--- config.mk ---
export PLATFORM = sky130hd
export DESIGN_NAME = motion_mood_classifier_top
export DESIGN_NICKNAME = d
export VERILOG_FILES = /design/src/rtl/mmc_pkg.sv /design/src/rtl/mmc_cfg_regs.sv /design/src/rtl/mmc_core.sv /design/src/rtl/motion_mood_classifier_top.sv
export SDC_FILE = /design/constraint.sdc
export NUM_CORES = 1
export LEC_CHECK = 0
export BUFFER_PORTS_ARGS = -buffer_cell sky130_fd_sc_hd__buf_4
export CORE_ASPECT_RATIO = 0.75
export CORE_UTILIZATION = 50
export CTS_CLUSTER_DIAMETER = 60
export CTS_CLUSTER_SIZE = 20
export DETAILED_ROUTE_END_ITERATION = 7
export PLACE_DENSITY = 0.68
export SLEW_MARGIN = 30
export SYNTH_ARGS = -nofsm -noshare
export SYNTH_HDL_FRONTEND = slang
export SYNTH_SLANG_ARGS = --single-unit
--- constraint.sdc ---
create_clock -name clk -period 7.42 [get_ports clk]
set_input_delay 0.742 -clock clk [delete_from_list [all_inputs] [get_ports clk]]
set_output_delay 0.742 -clock clk [all_outputs]
set_load 0.02 [all_outputs]
--- src/rtl/mmc_pkg.sv ---
// shared types, register indexes and reset values for the motion mood classifier
package mmc_pkg;

    localparam int unsigned CfgWidth   = 16;
    localparam int unsigned CfgIdxBits = 3;
    localparam int unsigned AccelWidth = 16;
    localparam int unsigned TimeWidth  = 32;
    localparam int unsigned MoodWidth  = 3;

    // magnitude of a 16-bit signed value, kept one bit wider than the sample
    localparam int unsigned MagWidth = AccelWidth + 1;

    typedef enum logic [CfgIdxBits-1:0] {
        REG_SHAKE_THRESHOLD    = 3'd0,
        REG_TILT_THRESHOLD     = 3'd1,
        REG_MOVE_THRESHOLD     = 3'd2,
        REG_FACE_DOWN_Z_LIMIT  = 3'd3,
        REG_FACE_FLAT_XY_LIMIT = 3'd4,
        REG_HOLD_MS            = 3'd5
    } cfg_index_t;

    typedef enum logic [MoodWidth-1:0] {
        MOOD_IDLE     = 3'd0,
        MOOD_DIZZY    = 3'd1,
        MOOD_TOUCHED  = 3'd2,
        MOOD_TILTED   = 3'd3,
        MOOD_MOVING   = 3'd4,
        MOOD_SLEEPING = 3'd5
    } mood_t;

    localparam logic [CfgWidth-1:0]        ShakeThresholdReset  = 16'd3840;
    localparam logic [CfgWidth-1:0]        TiltThresholdReset   = 16'd1024;
    localparam logic [CfgWidth-1:0]        MoveThresholdReset   = 16'd384;
    localparam logic signed [CfgWidth-1:0] FaceDownZLimitReset  = -16'sd1536;
    localparam logic [CfgWidth-1:0]        FaceFlatXyLimitReset = 16'd1280;
    localparam logic [CfgWidth-1:0]        HoldMsReset          = 16'd2000;

    typedef struct packed {
        logic [CfgWidth-1:0]        shake_threshold;
        logic [CfgWidth-1:0]        tilt_threshold;
        logic [CfgWidth-1:0]        move_threshold;
        logic signed [CfgWidth-1:0] face_down_z_limit;
        logic [CfgWidth-1:0]        face_flat_xy_limit;
        logic [CfgWidth-1:0]        hold_ms;
    } cfg_t;

    typedef struct packed {
        logic signed [AccelWidth-1:0] accel_x;
        logic signed [AccelWidth-1:0] accel_y;
        logic signed [AccelWidth-1:0] accel_z;
        logic                         touched;
        logic [TimeWidth-1:0]         now_ms;
    } sample_t;

    // exact magnitude of a signed sample, no wrap at the most negative value
    function automatic logic [MagWidth-1:0] mag(input logic signed [AccelWidth-1:0] v);
        logic [MagWidth-1:0] ext;
        ext = {v[AccelWidth-1], v};
        return v[AccelWidth-1] ? (MagWidth'(0) - ext) : ext;
    endfunction

endpackage

--- src/rtl/mmc_cfg_regs.sv ---
// configuration register bank for the motion mood classifier
module mmc_cfg_regs
(
    input  logic                            clk,
    input  logic                            rst_n,
    input  logic                            cfg_we,
    input  logic [mmc_pkg::CfgIdxBits-1:0]  cfg_index,
    input  logic [mmc_pkg::CfgWidth-1:0]    cfg_wdata,
    output mmc_pkg::cfg_t                   cfg
);

    mmc_pkg::cfg_t cfg_reg;

    always_ff @(posedge clk or negedge rst_n)
    begin
        if (!rst_n)
        begin
            cfg_reg.shake_threshold    <= mmc_pkg::ShakeThresholdReset;
            cfg_reg.tilt_threshold     <= mmc_pkg::TiltThresholdReset;
            cfg_reg.move_threshold     <= mmc_pkg::MoveThresholdReset;
            cfg_reg.face_down_z_limit  <= mmc_pkg::FaceDownZLimitReset;
            cfg_reg.face_flat_xy_limit <= mmc_pkg::FaceFlatXyLimitReset;
            cfg_reg.hold_ms            <= mmc_pkg::HoldMsReset;
        end
        else if (cfg_we)
        begin
            // unknown indexes are dropped
            unique case (mmc_pkg::cfg_index_t'(cfg_index))
                mmc_pkg::REG_SHAKE_THRESHOLD:    cfg_reg.shake_threshold    <= cfg_wdata;
                mmc_pkg::REG_TILT_THRESHOLD:     cfg_reg.tilt_threshold     <= cfg_wdata;
                mmc_pkg::REG_MOVE_THRESHOLD:     cfg_reg.move_threshold     <= cfg_wdata;
                mmc_pkg::REG_FACE_DOWN_Z_LIMIT:  cfg_reg.face_down_z_limit  <= $signed(cfg_wdata);
                mmc_pkg::REG_FACE_FLAT_XY_LIMIT: cfg_reg.face_flat_xy_limit <= cfg_wdata;
                mmc_pkg::REG_HOLD_MS:            cfg_reg.hold_ms            <= cfg_wdata;
                default:
                begin
                end
            endcase
        end
    end

    assign cfg = cfg_reg;

endmodule

--- src/rtl/mmc_core.sv ---
// mood priority chain with the mood and timestamp state
module mmc_core
(
    input  logic              clk,
    input  logic              rst_n,
    input  logic              fire,
    input  mmc_pkg::sample_t  sample,
    input  mmc_pkg::cfg_t     cfg,
    output mmc_pkg::mood_t    mood_next
);

    mmc_pkg::mood_t                    mood_reg;
    logic [mmc_pkg::TimeWidth-1:0]     last_change_reg;
    logic [mmc_pkg::TimeWidth-1:0]     last_change_next;

    logic [mmc_pkg::MagWidth-1:0]      ax;
    logic [mmc_pkg::MagWidth-1:0]      ay;
    logic [mmc_pkg::MagWidth-1:0]      force_mag;
    logic [mmc_pkg::TimeWidth-1:0]     elapsed;
    logic [mmc_pkg::TimeWidth-1:0]     hold_ext;
    logic                              over_shake;
    logic                              over_tilt;
    logic                              over_move;
    logic                              face_down;

    assign ax        = mmc_pkg::mag(sample.accel_x);
    assign ay        = mmc_pkg::mag(sample.accel_y);
    assign force_mag = (ax > ay) ? ax : ay;
    assign elapsed   = sample.now_ms - last_change_reg;
    assign hold_ext  = {{(mmc_pkg::TimeWidth - mmc_pkg::CfgWidth){1'b0}}, cfg.hold_ms};

    assign over_shake = force_mag > {1'b0, cfg.shake_threshold};
    assign over_tilt  = force_mag > {1'b0, cfg.tilt_threshold};
    assign over_move  = force_mag > {1'b0, cfg.move_threshold};
    assign face_down  = (sample.accel_z < cfg.face_down_z_limit) &&
                        (ax < {1'b0, cfg.face_flat_xy_limit}) &&
                        (ay < {1'b0, cfg.face_flat_xy_limit}) &&
                        (force_mag < {1'b0, cfg.move_threshold});

    always_comb
    begin
        mood_next        = mood_reg;
        last_change_next = last_change_reg;
        priority if (over_shake)
        begin
            mood_next        = mmc_pkg::MOOD_DIZZY;
            last_change_next = sample.now_ms;
        end
        else if (mood_reg == mmc_pkg::MOOD_DIZZY && elapsed < hold_ext)
        begin
            // dizzy hold, nothing moves
        end
        else if (sample.touched && mood_reg != mmc_pkg::MOOD_TILTED)
        begin
            mood_next        = mmc_pkg::MOOD_TOUCHED;
            last_change_next = sample.now_ms;
        end
        else if (over_tilt)
        begin
            mood_next = mmc_pkg::MOOD_TILTED;
        end
        else if (over_move)
        begin
            mood_next        = mmc_pkg::MOOD_MOVING;
            last_change_next = sample.now_ms;
        end
        else if (face_down)
        begin
            // face down keeps the mood until the hold time has gone by
            if (elapsed > hold_ext)
            begin
                mood_next = mmc_pkg::MOOD_SLEEPING;
            end
        end
        else
        begin
            mood_next = mmc_pkg::MOOD_IDLE;
        end
    end

    always_ff @(posedge clk or negedge rst_n)
    begin
        if (!rst_n)
        begin
            mood_reg        <= mmc_pkg::MOOD_IDLE;
            last_change_reg <= '0;
        end
        else if (fire)
        begin
            mood_reg        <= mood_next;
            last_change_reg <= last_change_next;
        end
    end

    a_state_holds_when_idle: assert property (@(posedge clk) disable iff (!rst_n)
        !fire |=> $stable(mood_reg) && $stable(last_change_reg))
        else $error("mood state changed without a sample");

    a_shake_sets_dizzy: assert property (@(posedge clk) disable iff (!rst_n)
        fire && over_shake |=> mood_reg == mmc_pkg::MOOD_DIZZY &&
            last_change_reg == $past(sample.now_ms))
        else $error("shake did not give dizzy with a new timestamp");

    a_tilt_keeps_time: assert property (@(posedge clk) disable iff (!rst_n)
        fire && !over_shake && mood_next == mmc_pkg::MOOD_TILTED |=> $stable(last_change_reg))
        else $error("tilt changed the timestamp");

endmodule

--- src/rtl/motion_mood_classifier_top.sv ---
// top level: input register, mood classifier, result register
// a sample passes the input register, then the result register, before its result is valid
// throughput: one sample per cycle while the output side takes results; the mood state feeds back combinationally
// both registers keep moving while the output side takes results; stall backs up per stage
// reset (async, active low) clears valid flags, mood to idle, timestamp to zero
// and loads the default thresholds and hold time
module motion_mood_classifier_top
(
    input  logic                                   clk,
    input  logic                                   rst_n,
    input  logic                                   cfg_we,
    input  logic [mmc_pkg::CfgIdxBits-1:0]         cfg_index,
    input  logic [mmc_pkg::CfgWidth-1:0]           cfg_wdata,
    input  logic                                   in_valid,
    output logic                                   in_stall,
    input  logic signed [mmc_pkg::AccelWidth-1:0]  accel_x,
    input  logic signed [mmc_pkg::AccelWidth-1:0]  accel_y,
    input  logic signed [mmc_pkg::AccelWidth-1:0]  accel_z,
    input  logic                                   touched,
    input  logic [mmc_pkg::TimeWidth-1:0]          now_ms,
    output logic                                   out_valid,
    input  logic                                   out_stall,
    output logic [mmc_pkg::MoodWidth-1:0]          mood
);

    mmc_pkg::cfg_t     cfg;
    mmc_pkg::sample_t  sample_reg;
    logic              sample_valid_reg;
    logic              out_valid_reg;
    mmc_pkg::mood_t    out_mood_reg;
    mmc_pkg::mood_t    mood_next;
    logic              out_free;
    logic              core_fire;
    logic              in_take;

    assign out_free  = !out_valid_reg || !out_stall;
    assign core_fire = sample_valid_reg && out_free;
    assign in_stall  = sample_valid_reg && !out_free;
    assign in_take   = in_valid && !in_stall;

    mmc_cfg_regs u_cfg_regs
    (
        .clk       (clk),
        .rst_n     (rst_n),
        .cfg_we    (cfg_we),
        .cfg_index (cfg_index),
        .cfg_wdata (cfg_wdata),
        .cfg       (cfg)
    );

    mmc_core u_core
    (
        .clk       (clk),
        .rst_n     (rst_n),
        .fire      (core_fire),
        .sample    (sample_reg),
        .cfg       (cfg),
        .mood_next (mood_next)
    );

    always_ff @(posedge clk or negedge rst_n)
    begin
        if (!rst_n)
        begin
            sample_valid_reg <= 1'b0;
            out_valid_reg    <= 1'b0;
        end
        else
        begin
            if (in_take || core_fire)
            begin
                sample_valid_reg <= in_take;
            end
            if (out_free)
            begin
                out_valid_reg <= sample_valid_reg;
            end
        end
    end

    always_ff @(posedge clk)
    begin
        if (in_take)
        begin
            sample_reg.accel_x <= accel_x;
            sample_reg.accel_y <= accel_y;
            sample_reg.accel_z <= accel_z;
            sample_reg.touched <= touched;
            sample_reg.now_ms  <= now_ms;
        end
        if (core_fire)
        begin
            out_mood_reg <= mood_next;
        end
    end

    assign out_valid = out_valid_reg;
    assign mood      = out_mood_reg;

endmodule
# Word-level counts from Yosys, hierarchy flattened

Index checks and enable logic that the tools add are counted.

Bits in registers: 217
Bits of input ports: 105
Output and inout port bits: 5

$add $sub $neg: 3
$lt $le $gt $ge: 10
Equality and inequality tests: 9
Muxes and demuxes: 15
Reduce and logical (&&, ||, !) cells: 23

Operators with widths:

| kind                  | count |
|---|---|
| $mux 32               | 5 |
| $gt 17x16->1          | 3 |
| $lt 17x16->1          | 3 |
| $mux 17               | 3 |
| $sub 1x16->17 const A | 2 |
| $gt 32x16->1          | 1 |
| $lt 32x16->1          | 1 |
| $sub 32x32->32        | 1 |
| $mux 3                | 7 |
| $gt 17x17->1          | 1 |
| $lt 16x16->1          | 1 |
| $reduce_and 2->1      | 6 |
| $logic_and 1x1->1     | 8 |
| $eq 3x1->1 const B    | 2 |
| $eq 3x2->1 const B    | 2 |
| $eq 3x3->1 const B    | 2 |
| $ne 3x2->1 const B    | 2 |
| $logic_not 1->1       | 4 |
| $reduce_and 4->1      | 1 |
| $logic_not 3->1       | 1 |
| $reduce_bool 3->1     | 1 |
| $logic_or 1x1->1      | 2 |
| $ne 2x1->1 const B    | 1 |

# Logic depth before layout (Yosys ltp)

Gate-level depths: netlist of the first run.

Word-level depth: 12
Gate-level depth with buffers: 30
Depth with buffers taken out: 28

# By module

Synthesis of the first run repeated with hierarchy kept, for this count alone.

Cells, all modules: 1378
Area total of the unflattened synthesis: 14667.8 um^2

Modules (own cells, without submodules):

| module                     | instances | cells each | area each (um^2) | seq. area each (um^2) |
|---|---|---|---|---|
| mmc_core                   | 1         | 1078       | 8348.0           | 875.8 |
| mmc_cfg_regs               | 1         | 208        | 3704.8           | 2428.6 |
| motion_mood_classifier_top | 1         | 92         | 2615.0           | 2572.5 |

# Worst setup path before layout of the first run

No wires, ideal clock.

Kind: flip-flop to flip-flop
Start point: reg sample_reg[53] (netlist bit)
End point: reg u_core.last_change_reg[10] (netlist bit)
Arrival: 5.992 ns
Slack: 1.303 ns
Cell stages (with the launch flop): 24
Cells stage by stage: edfxtp_1 or3_1 or4_1 or4_1 o41ai_1 xor2_1 ha_1 and4_1 a221oi_1 a21oi_1 clkbuf_1 mux2_2 ha_1 a21o_1 a21o_1 a211oi_1 o211ai_1 a31oi_1 a31oi_1 o21a_1 a31oi_1 o21a_4 buf_6 mux2_4

Cells in the longest elaborated chain, start to end: 7

Ends and longest elaborated chain:

| item                                                      | line                                           | RTL |
|---|---|---|
| from (decl)                                               | motion_mood_classifier_top.sv:27               | `mmc_pkg::sample_t sample_reg;` |
| $sub 1x16->17                                             | mmc_pkg.sv:59                                  | `return v[AccelWidth-1] ? (MagWidth'(0) - ext) : ext;` |
| $mux 17 (*)                                               | mmc_pkg.sv:59                                  |  |
| $gt 17x17->1                                              | mmc_core.sv:28                                 | `assign force_mag = (ax > ay) ? ax : ay;` |
| $mux 17 (*)                                               | mmc_core.sv:28                                 |  |
| $gt 17x16->1 (on tied branches)                           | mmc_core.sv:33, mmc_core.sv:32, mmc_core.sv:34 |  |
| $ne 3x2->1 (no source line), or another cell as far along | n/a                                            |  |
| $reduce_and 4->1 (no source line)                         | n/a                                            |  |
| to (signal assigned)                                      | mmc_core.sv:91                                 | `last_change_reg <= last_change_next;` |
| to (decl)                                                 | mmc_core.sv:13                                 | `logic [mmc_pkg::TimeWidth-1:0] last_change_reg;` |

Mark *: on every way between the ends. The rest lies on a longest branch, timed or not.
A chain may end at the register's enable or synchronous reset.

# Worst setup path in the final report of the first run

Start point: reg sample_reg[53] (netlist bit)
End point: reg u_core.last_change_reg[31] (netlist bit)

The elaborated chain is that of the path after synthesis.

==> results of run 1 <==
kinds of logic after synthesis:
logic type | count (synthesis) | synth area share, %
compound gates | 319 | 14.7
xor+xnor | 47 | 3.04
fa+ha+maj | 160 | 14.8
buf+inv | 189 | 5.50
flops | 217 | 43.4
mux | 90 | 8.27
other cells | 2 | 0.0555
simple gates | 280 | 10.2
stage by stage:
| step | power [uW] | hold WS [ns] | cell area (sq um) |
|---|---|---|---|
| after floorplan | 3400 | 0.446 | 13500 |
| after global placement | 3960 | 0.474 | 14700 |
| after detailed placement | 4010 | 0.481 | 14800 |
| after CTS | 5070 | 0.386 | 15400 |
| after global routing | 5450 | 0.282 | 15400 |
| final | 5050 | 0.237 | 15400 |
worst paths after layout:
path                                              end  cells past startpoint  slack (ns)                      start
hold reg to reg             u_core.last_change_reg[0]                      1        0.50  u_core.last_change_reg[0]
setup reg to reg           u_core.last_change_reg[31]                     25        0.57             sample_reg[53]
min in group clk                       sample_reg[77]                      1        0.40                accel_x[12]
max in group asynchronous          u_cfg_regs.cfg[42]                      2        5.91                      rst_n
setup / recovery           u_core.last_change_reg[31]                     25        0.57             sample_reg[53]
hold / removal             u_core.last_change_reg[25]                      1        0.24                      rst_n
Yosys cell counts (9+ instances only):
cell      instances  area, sq um
mux2_4           30          450
clkbuf_1         20         75.1
o21ai_0         107          536
ha_1            159         1990
o31ai_1          14          105
edfxtp_1         84         2520
nor3_1           13         65.1
inv_1           161          604
a21o_1           33          248
a211oi_1          9         67.6
nor2b_1          13         81.3
mux2_2           52          586
a21oi_1          64          320
o21a_1           10         75.1
nand4_1          19          119
nor2_1           31          116
o211ai_1         14          105
xnor2_1          27          236
dfstp_2          21          552
xor2_1           20          175
dfrtp_1         112         2800
or4_1            10         75.1
nand2b_1         15         93.8
a31oi_1          13         81.3
nand2_1         126          473
nand3_1          20          100
power breakdown:
group	internal [uW]	total, uW	switching [uW]
Combinational	1040	2390	1350
Clock	526	1020	497
Sequential	1520	1640	126
layer usage:
layer,track usage (%),share of wire [%],up-vias
met2,32.1,38,259
met5,0,0,-
met3,3.96,6.6,30
li1,-,-,4904
met4,4.10,1.5,0
met1,39.3,54,4663
placed cells by master, fill, tap and decap left out, drive strengths merged, types with 3 or more instances in the layout:
cell type	count
a2111oi	6
a211oi	9
a21boi	5
a21o	33
a21oi	66
a221oi	3
a31oi	13
and2	5
and3	3
and4	3
buf	119
clkbuf	24
dfrtp	112
dfstp	21
edfxtp	84
ha	159
inv	168
mux2	85
mux2i	5
nand2	126
nand2b	15
nand3	20
nand4	19
nor2	31
nor2b	13
nor3	15
nor4	4
o211a	3
o211ai	14
o21a	11
o21ai	112
o22ai	6
o31ai	14
o41ai	3
or3	6
or4	11
xnor2	27
xor2	20
final cells by class:
| type | count | area, sq um | area share [%] |
|---|---|---|---|
| well taps | 344 | 430 | 2.79 |
| clock inverters | 9 | 118 | 0.763 |
| repair buffers | 119 | 933 | 6.05 |
| multi-input cells | 898 | 6940 | 45.0 |
| flip-flops and latches | 217 | 5880 | 38.1 |
| inverters | 161 | 604 | 3.92 |
| clock buffers | 24 | 517 | 3.35 |
worst max-delay path: stages, from the launching register on:
cell and delay (ns):
edfxtp_1 0.42, or3_1 0.45, or4_1 0.50, or4_1 0.46
o41ai_1 0.32, xor2_1 0.25, ha_1 0.28, a21o_1 0.18
a21o_1 0.17, a221oi_1 0.24, a21oi_1 0.07, buf_4 0.22
mux2_2 0.32, ha_1 0.30, a21o_1 0.18, a21oi_1 0.17
a21oi_1 0.12, a211oi_1 0.25, o211ai_1 0.12, a31oi_1 0.22
a31oi_1 0.12, o21a_1 0.22, a31oi_1 0.18, o21a_4 0.37
buf_12 0.23, mux2_1 0.34
==> results.md, run 1 <==
* Vias at ~9900
* Final cell count without fillers at between 1500 and 2000
* Critical Path End Type: flip-flop
* Final Hold Vio Count at 0
* Lkg Pwr at ~0.007 uW
* HP Class: primary input to asynchronous set/reset pin
* Layout area overhead at 13.9%
* Worst Skew at 0.0141 ns
* Tcrit/Tclk final at 92.3%
* DRC at 0
* Placed cell count at roughly 1700
* Achievable Freq at approximately 150 MHz
* Post-Syn Area at ~0.014 sq mm
* Post-synth EDFFs at 84
* Io pins at 110
* Cell row count at 51
* Number of global-route vias before repair at 9364
* CTS root buf: clkbuf_16
* Max-slew violations at 0
* Final min period at between 6 and 7 ns
* Crit Path Class: flip-flop to flip-flop
* Max-slew headroom at between 40 and 50%
* Seq/Total Area, Yosys at 43.4%
* Clock net sink count at between 200 and 250
* Port buffer count at 109
* Worst-Margin Slew at between 0.8 and 0.9 ns
* Setup TNS at 0 ns
* Nets at 1681
* Peak supply drop at roughly 0.24 mV
* Die Wd at ~190 um
* Initial Util at approximately half
* Fill count at between 2000 and 2500
* Post-synthesis instance total at 1304
* Mean area per synthesized cell at 10.4 sq um
* Largest register FFs at 96
* CTS clk-pin slew, worst paths at approximately 0.080 ns
* TritonCTS buffer count at 19
* Pre-CTS setup slack at 0.707 ns
* First-pass GRT wire length at 51300 um
* CTS tree: built
* Share of cells above drive strength 1 at between 10% and 20%
* Grt ovf at 0
* RSZ-0062 raised after global routing: no
* Final worst-path setup slack at about 0.57 ns
* Gr usage total at 23.9%
* Post_cts resized at 0
* Die height at ~140 um
* GPL Wtd Cong at approximately 0.93
* Core Region at between 0.02 and 0.03 sq mm
* Worst-Skew Late Latency at slightly above 0.5 ns
* Ant diodes at 0
* Max Cap Viol at 0
* Initial antenna violation count at 1
* Largest net degree at the start of global routing at 70
* Power density of the placed cells at about 330 mW/mm^2
* Final setup fails at 0
* Vias per inst at 5.56
* H-tree levels at 1
* Asr flop ratio synth at between 60% and 70%
* First drt pass iteration count at 5
* Crit start category: flip-flop
* Buffer depth of the longest clock path at 3
* Top FF cell, synth: dfrtp_1
* Outcome: completed
* Required time worst endpoint at approximately 8 ns
* Routed wire length at around 32000 um
* Netlist cell types at a little over 70
* Cts hold-fix bufs at 0
* YS warnings at 0
* Initial DRC count at roughly 720
* Die area at 0.0277 sq mm
* CP max FO at 17
* HPWL Detailed at about 25000 um
* Final Core Density at between 50 and 60%
* Antenna Violating Nets Remaining at 0
* Routed len/inst at ~18 um
* FF+latch count, synth at 217
* # Post-CTS Setup Buffers at 0
* Critical path data arrival time at roughly 7.2 ns
* Syn nets at roughly 1600
Power figures use the tool's default switching activity.
==> run 2: changes to the inputs <==
- CORE_ASPECT_RATIO: 0.75 -> default
- PLACE_DENSITY: 0.68 -> 0.71
- clock period: 7.42 -> 5.9 ns (I/O delays scaled with it)
==> results.md, run 2 (synthesized netlist as in run 1, its figures left out) <==
* HPWL Detailed at 23900 um (was 25100 um)
* Worst-Margin Slew at 0.884 ns (was 0.806 ns)
* Worst-Skew Late Latency at 0.53 ns (was 0.51 ns)
* Buffer depth of the longest clock path at 3 (unchanged)
* GPL Wtd Cong at 0.886 (was 0.931)
* Max Cap Viol at 0 (unchanged)
* Nets at 1767 (was 1681)
* Antenna Violating Nets Remaining at 0 (unchanged)
* Design Power at 6700 uW (was 5050 uW)
* CTS tree: built (unchanged)
* Number of global-route vias before repair at 10500 (was 9364)
* Tcrit/Tclk final at 107% (was 92.3%)
* Most frequent cells in the layout: buf_4 (195), inv_1 (159), ha_1 (153) (was inv_1 (161), ha_1 (159), nand2_1 (126))
* CTS root buf: clkbuf_16 (unchanged)
* Final worst-path setup slack at -0.391 ns (was 0.574 ns)
* Final Core Density at 62.5% (was 58.6%)
* Critical Path End Type: flip-flop (unchanged)
* Initial DRC count at 659 (was 724)
* Die height at 167 um (was 144 um)
* RSZ-0062 raised after global routing: yes (was no)
* Layout area overhead at 21.3% (was 13.9%)
* Largest net degree at the start of global routing at 82 (was 70)
* Critical path data arrival time at 6.68 ns (was 7.23 ns)
* HP Class: primary input to asynchronous set/reset pin (unchanged)
* Outcome: complete, but fails checks (was completed)
* Lkg Pwr at 0.00754 uW (was 0.00703 uW)
* Core Region at 0.0263 sq mm (about the same)
* Die Wd at 167 um (was 192 um)
* Failing checks: DRC, setup timing
* Crit start category: flip-flop (unchanged)
* Worst Skew at 0.0300 ns (was 0.0141 ns)
* Final cell count without fillers at 1852 (was 1772)
* Critical R2R Capture: u_core.last_change_reg[4] (was u_core.last_change_reg[31])
* Power density of the placed cells at 408 mW/mm^2 (was 328 mW/mm^2)
* Ant diodes at 0 (unchanged)
* Final Hold Vio Count at 0 (unchanged)
* Max-slew headroom at 40.8% (was 44.9%)
* Vias per inst at 5.61 (was 5.56)
* TritonCTS buffer count at 21 (was 19)
* Achievable Freq at 159 MHz (was 146 MHz)
* DRC at 3 (was 0)
* Most common cell after layout, fill and taps aside: buf_4 (was inv_1)
* Share of cells above drive strength 1 at 25.8% (was 18.6%)
* Cell row count at 59 (was 51)
* Grt ovf at 0 (unchanged)
* Initial antenna violation count at 1 (unchanged)
* CTS clk-pin slew, worst paths at 0.07 ns (was 0.08 ns)
* Die area at 0.0277 sq mm (about the same)
* Reg2reg start: sample_reg[53] (unchanged)
* R2r worst-path depth at 25 (unchanged)
* Routed len/inst at 17.7 um (was 18.1 um)
* Largest register FFs at 96 (unchanged)
* First drt pass iteration count at 7 (was 5)
* Port buffer count at 109 (unchanged)
* Peak supply drop at 0.349 mV (was 0.241 mV)
* Io pins at 110 (unchanged)
* R2R Setup Slk at -0.39 ns (was 0.57 ns)
* Final min period at 6.29 ns (was 6.85 ns)
* H-tree levels at 1 (unchanged)
* CP max FO at 5 (was 17)
* Gr usage total at 24.2% (was 23.9%)
* Clock net sink count at 217 (unchanged)
* Placed cell count at 1779 (was 1738)
* Final setup fails at 38 (was 0)
* First-pass GRT wire length at 53700 um (was 51300 um)
* Required time worst endpoint at 6.29 ns (was 7.81 ns)
* Initial Util at 51.5% (about the same)
* Max-slew violations at 0 (unchanged)
* Vias at 10400 (was 9856)
* Routed wire length at 32800 um (was 32100 um)
* Pre-CTS setup slack at -0.401 ns (was 0.707 ns)
* Crit Path Class: flip-flop to flip-flop (unchanged)
* Cts hold-fix bufs at 0 (unchanged)
run 2: repair_timing:
item / 4_1_cts / 5_1_grt
gates cloned: 3 / 0
pin swaps: 4 / 9
resized for setup: 36 / 14
buffers inserted: 31 / 3
endpoints found under the setup margin: 38 / 38
run 2: layer usage:
metal  vias up  global-route usage [%]  routed length (um)  share of wire (%)
li1       5082                       -                   -                  -
met1      4981                    34.6               15600                 48
met2       272                    38.2               14700                 45
met3        56                    3.49                1850                5.6
met4         0                    6.76                 691                2.1
met5         -                       0                   0                  0
run 2: critical path, cell delays in order, from the launching register on:
cell      delay (ns)
edfxtp_1        0.41
or3_4           0.42
or4_4           0.45
or4_4           0.46
o41ai_4         0.26
xor2_1          0.22
ha_1            0.27
a21o_1          0.20
a21o_1          0.22
a221oi_4        0.35
a21oi_2         0.13
buf_4           0.17
mux2i_2         0.23
ha_2            0.25
nor2b_4         0.04
o21a_1          0.16
o21a_1          0.16
o211ai_1        0.16
a21oi_1         0.10
a211o_1         0.26
a221oi_2        0.28
a311oi_2        0.11
o21a_4          0.28
buf_12          0.14
buf_12          0.13
mux2_4          0.29
run 2: where the power goes:
part | switching [uW] | internal, uW
clock | 655 | 745
sequential | 160 | 1910
combinational | 1770 | 1460
total | 2580 | 4120
run 2: area by class of cell:
type | instances | area [sq um]
clock buffers | 24 | 579
clock inverters | 14 | 149
fillers | 2135 | 9860
inverters | 161 | 604
multi-input cells | 899 | 7200
flip-flops and latches | 217 | 5880
well taps | 335 | 419
repair buffers | 202 | 1590
run 2: how the worst max path moves through the flow:
stage	endpoint	slack, ns	from	cells past startpoint
after CTS	u_core.last_change_reg[18]	-0.21	sample_reg[53]	24
after global routing	u_core.last_change_reg[1]	-0.67	sample_reg[53]	25
final	u_core.last_change_reg[4]	-0.39	sample_reg[53]	25
after global placement	u_core.last_change_reg[4]	-0.22	sample_reg[49]	26
after floorplan	u_core.last_change_reg[10]	0.003	sample_reg[53]	24
after detailed placement	u_core.last_change_reg[11]	-0.40	sample_reg[53]	23
run 2: metrics by stage:
| step | hold slack (ns) | setup TNS [ns] | cell area [sq um] |
|---|---|---|---|
| 2_1_floorplan | 0.294 | 0 | 13500 |
| 3_3_place_gp | 0.475 | -6.42 | 15100 |
| 3_5_place_dp | 0.483 | -12.90 | 15100 |
| 4_1_cts | 0.215 | -5.68 | 16400 |
| 5_1_grt | 0.142 | -21.80 | 16400 |
| 6_report | 0.0876 | -10.99 | 16400 |
==> run 3: changes to the inputs <==
- CTS_BUF_LIST: default -> sky130_fd_sc_hd__clkbuf_4 sky130_fd_sc_hd__clkbuf_8
- PLACE_DENSITY: 0.71 -> 0.68
- clock period: 5.9 -> 6.65 ns (I/O delays scaled with it)
==> results.md, run 3 (synthesized netlist as in run 1, its figures left out) <==
* Port buffer count at 109 (unchanged)
* Fill count at 2217 (was 2135)
* Antenna Violating Nets Remaining at 0 (unchanged)
* FF+latch area at 0.00588 sq mm (unchanged)
* Critical Path End Type: flip-flop (unchanged)
* CTS tree: built (unchanged)
* Peak supply drop at 0.248 mV (was 0.349 mV)
* Largest register FFs at 96 (unchanged)
* Layout area overhead at 15.3% (was 21.3%)
* HP Class: primary input to flip-flop (was primary input to asynchronous set/reset pin)
* Share of cells above drive strength 1 at 21.1% (was 25.8%)
* Vias at 9955 (was 10400)
* HPWL Detailed at 23600 um (was 23900 um)
* Ant diodes at 0 (unchanged)
* Final setup fails at 0 (was 38)
* Lkg Pwr at 0.00714 uW (was 0.00754 uW)
* Area of the multi-input gates at 0.00704 sq mm (was 0.00720 sq mm)
* Initial DRC count at 592 (was 659)
* Buffer depth of the longest clock path at 3 (unchanged)
* Required time worst endpoint at 7.10 ns (was 6.29 ns)
* Routed len/inst at 17.7 um (about the same)
* Gr usage total at 22.6% (was 24.2%)
* Initial Util at 51.5% (unchanged)
* Max Cap Viol at 0 (unchanged)
* Die area at 0.0277 sq mm (unchanged)
* TritonCTS buffer count at 24 (was 21)
* First-pass GRT wire length at 50100 um (was 53700 um)
* Outcome: complete, but fails checks (unchanged)
* Crit start category: flip-flop (unchanged)
* Critical path's slowest cell: or4_4 (unchanged)
* Io pins at 110 (unchanged)
* Die height at 167 um (unchanged)
* Nets at 1703 (was 1767)
* Dpl cell area at 0.0148 sq mm (was 0.0151 sq mm)
* CTS root buf: clkbuf_8 (was clkbuf_16)
* CTS clk-pin slew, worst paths at 0.10 ns (was 0.07 ns)
* Setup TNS at 0 ns (was -10.99 ns)
* Core Region at 0.0263 sq mm (unchanged)
* Design Power at 5580 uW (was 6700 uW)
* Worst-Skew Late Latency at 0.59 ns (was 0.53 ns)
* First drt pass iteration count at 8 (was 7)
* CP max FO at 8 (was 5)
* Max-slew headroom at 40.5% (was 40.8%)
* Worst-Margin Slew at 0.888 ns (was 0.884 ns)
* CP Buf/Inv Count at 2 (was 3)
* Tcrit/Tclk final at 98.1% (was 107%)
* Most common cell after layout, fill and taps aside: inv_1 (was buf_4)
* Vias per inst at 5.56 (was 5.61)
* Grt ovf at 0 (unchanged)
* Routed wire length at 31700 um (was 32800 um)
* Cell family with most CP delay: compound AO/OA/AOI/OAI gates (unchanged)
* Largest net degree at the start of global routing at 74 (was 82)
* DRC at 4 (was 3)
* Post-route cell area at 0.0156 sq mm (was 0.0164 sq mm)
* Clock net sink count at 217 (unchanged)
* Number of global-route vias before repair at 9725 (was 10500)
* Failing checks: DRC (was DRC, setup timing)
* Power density of the placed cells at 358 mW/mm^2 (was 408 mW/mm^2)
* Critical path data arrival time at 6.97 ns (was 6.68 ns)
* Crit Path Class: flip-flop to flip-flop (unchanged)
* Final min period at 6.52 ns (was 6.29 ns)
* GPL Wtd Cong at 0.899 (was 0.886)
* Final Hold Vio Count at 0 (unchanged)
* Most frequent cells in the layout: inv_1 (160), ha_1 (158), buf_4 (128) (was buf_4 (195), inv_1 (159), ha_1 (153))
* Achievable Freq at 153 MHz (was 159 MHz)
* Initial antenna violation count at 1 (unchanged)
* Max-slew violations at 0 (unchanged)
* Cell row count at 59 (unchanged)
* Worst Skew at 0.0339 ns (was 0.0300 ns)
* CP peak stage delay at 0.51 ns (was 0.46 ns)
* H-tree levels at 1 (unchanged)
* Die Wd at 167 um (unchanged)
## run 3: worst register-to-register path: stages (launching register included)
cell and delay [ns]:
edfxtp_1 0.44, inv_2 0.09, ha_2 0.18, nand2b_1 0.11
or4_4 0.51, or4_4 0.46, o41ai_4 0.34, xor2_1 0.22
ha_1 0.28, a21o_1 0.18, a21o_1 0.20, a221oi_4 0.34
a21oi_4 0.11, mux2_2 0.34, ha_1 0.33, nand3_1 0.13
o21bai_1 0.18, a21oi_1 0.16, a211oi_2 0.07, o211ai_1 0.18
a31oi_1 0.10, a31oi_1 0.35, o21a_1 0.23, a31oi_2 0.05
o21a_4 0.30, clkbuf_16 0.20, mux2_4 0.30
## run 3: where the power goes
part           switching, uW  internal, uW
clock network            575           488
registers                137          1690
logic                   1500          1190
## run 3: metrics by stage
stage          utilization (%)  setup WS (ns)  hold slack [ns]  cells
6_report                  59.4          0.129            0.255   1791
4_1_cts                   58.7          0.134            0.216   1784
3_3_place_gp              56.3          0.103            0.473   1738
2_1_floorplan                -          0.533            0.369   1304
5_1_grt                   59.4         -0.129            0.210   1791
3_5_place_dp              56.4         -0.102            0.483   1739
## run 3: path summary, 6_finish.rpt
check,startpoint,endpoint,slack [ns],cells past startpoint
max,sample_reg[49],u_core.last_change_reg[25],0.13,26
min,now_ms[13],sample_reg[13],0.25,1
max reg2reg,sample_reg[49],u_core.last_change_reg[25],0.13,26
min reg2reg,sample_reg[0],u_core.last_change_reg[0],0.51,1
max in group asynchronous,rst_n,u_cfg_regs.cfg[1],5.26,3
min in group asynchronous,rst_n,u_core.mood_reg[0],0.45,2
## run 3: area by class of cell
type	instances	area share, %
timing repair buffer	135	7.04
clock buffer	27	2.34
inverter	161	3.87
clock inverter	17	1.35
multi-input combinational	899	45.1
sequential	217	37.6
tap	335	2.68
## run 3: routing by layer
layer / routed length (um) / track usage [%] / vias up
met2: 13800 / 35.0 / 236
met5: 0 / 0 / -
met4: 501 / 4.47 / 0
li1: - / - / 4943
met3: 1640 / 2.90 / 32
met1: 15800 / 33.8 / 4744
## run 3: repair_timing
item                                    4_1_cts  5_1_grt
endpoints found under the setup margin       32       37
hold buffers                                  1        0
cloned                                        0        4
pin swaps                                     0        7
gates resized for setup                       1       16
hold endpoints to repair                      4        0
buffers inserted                              0        3
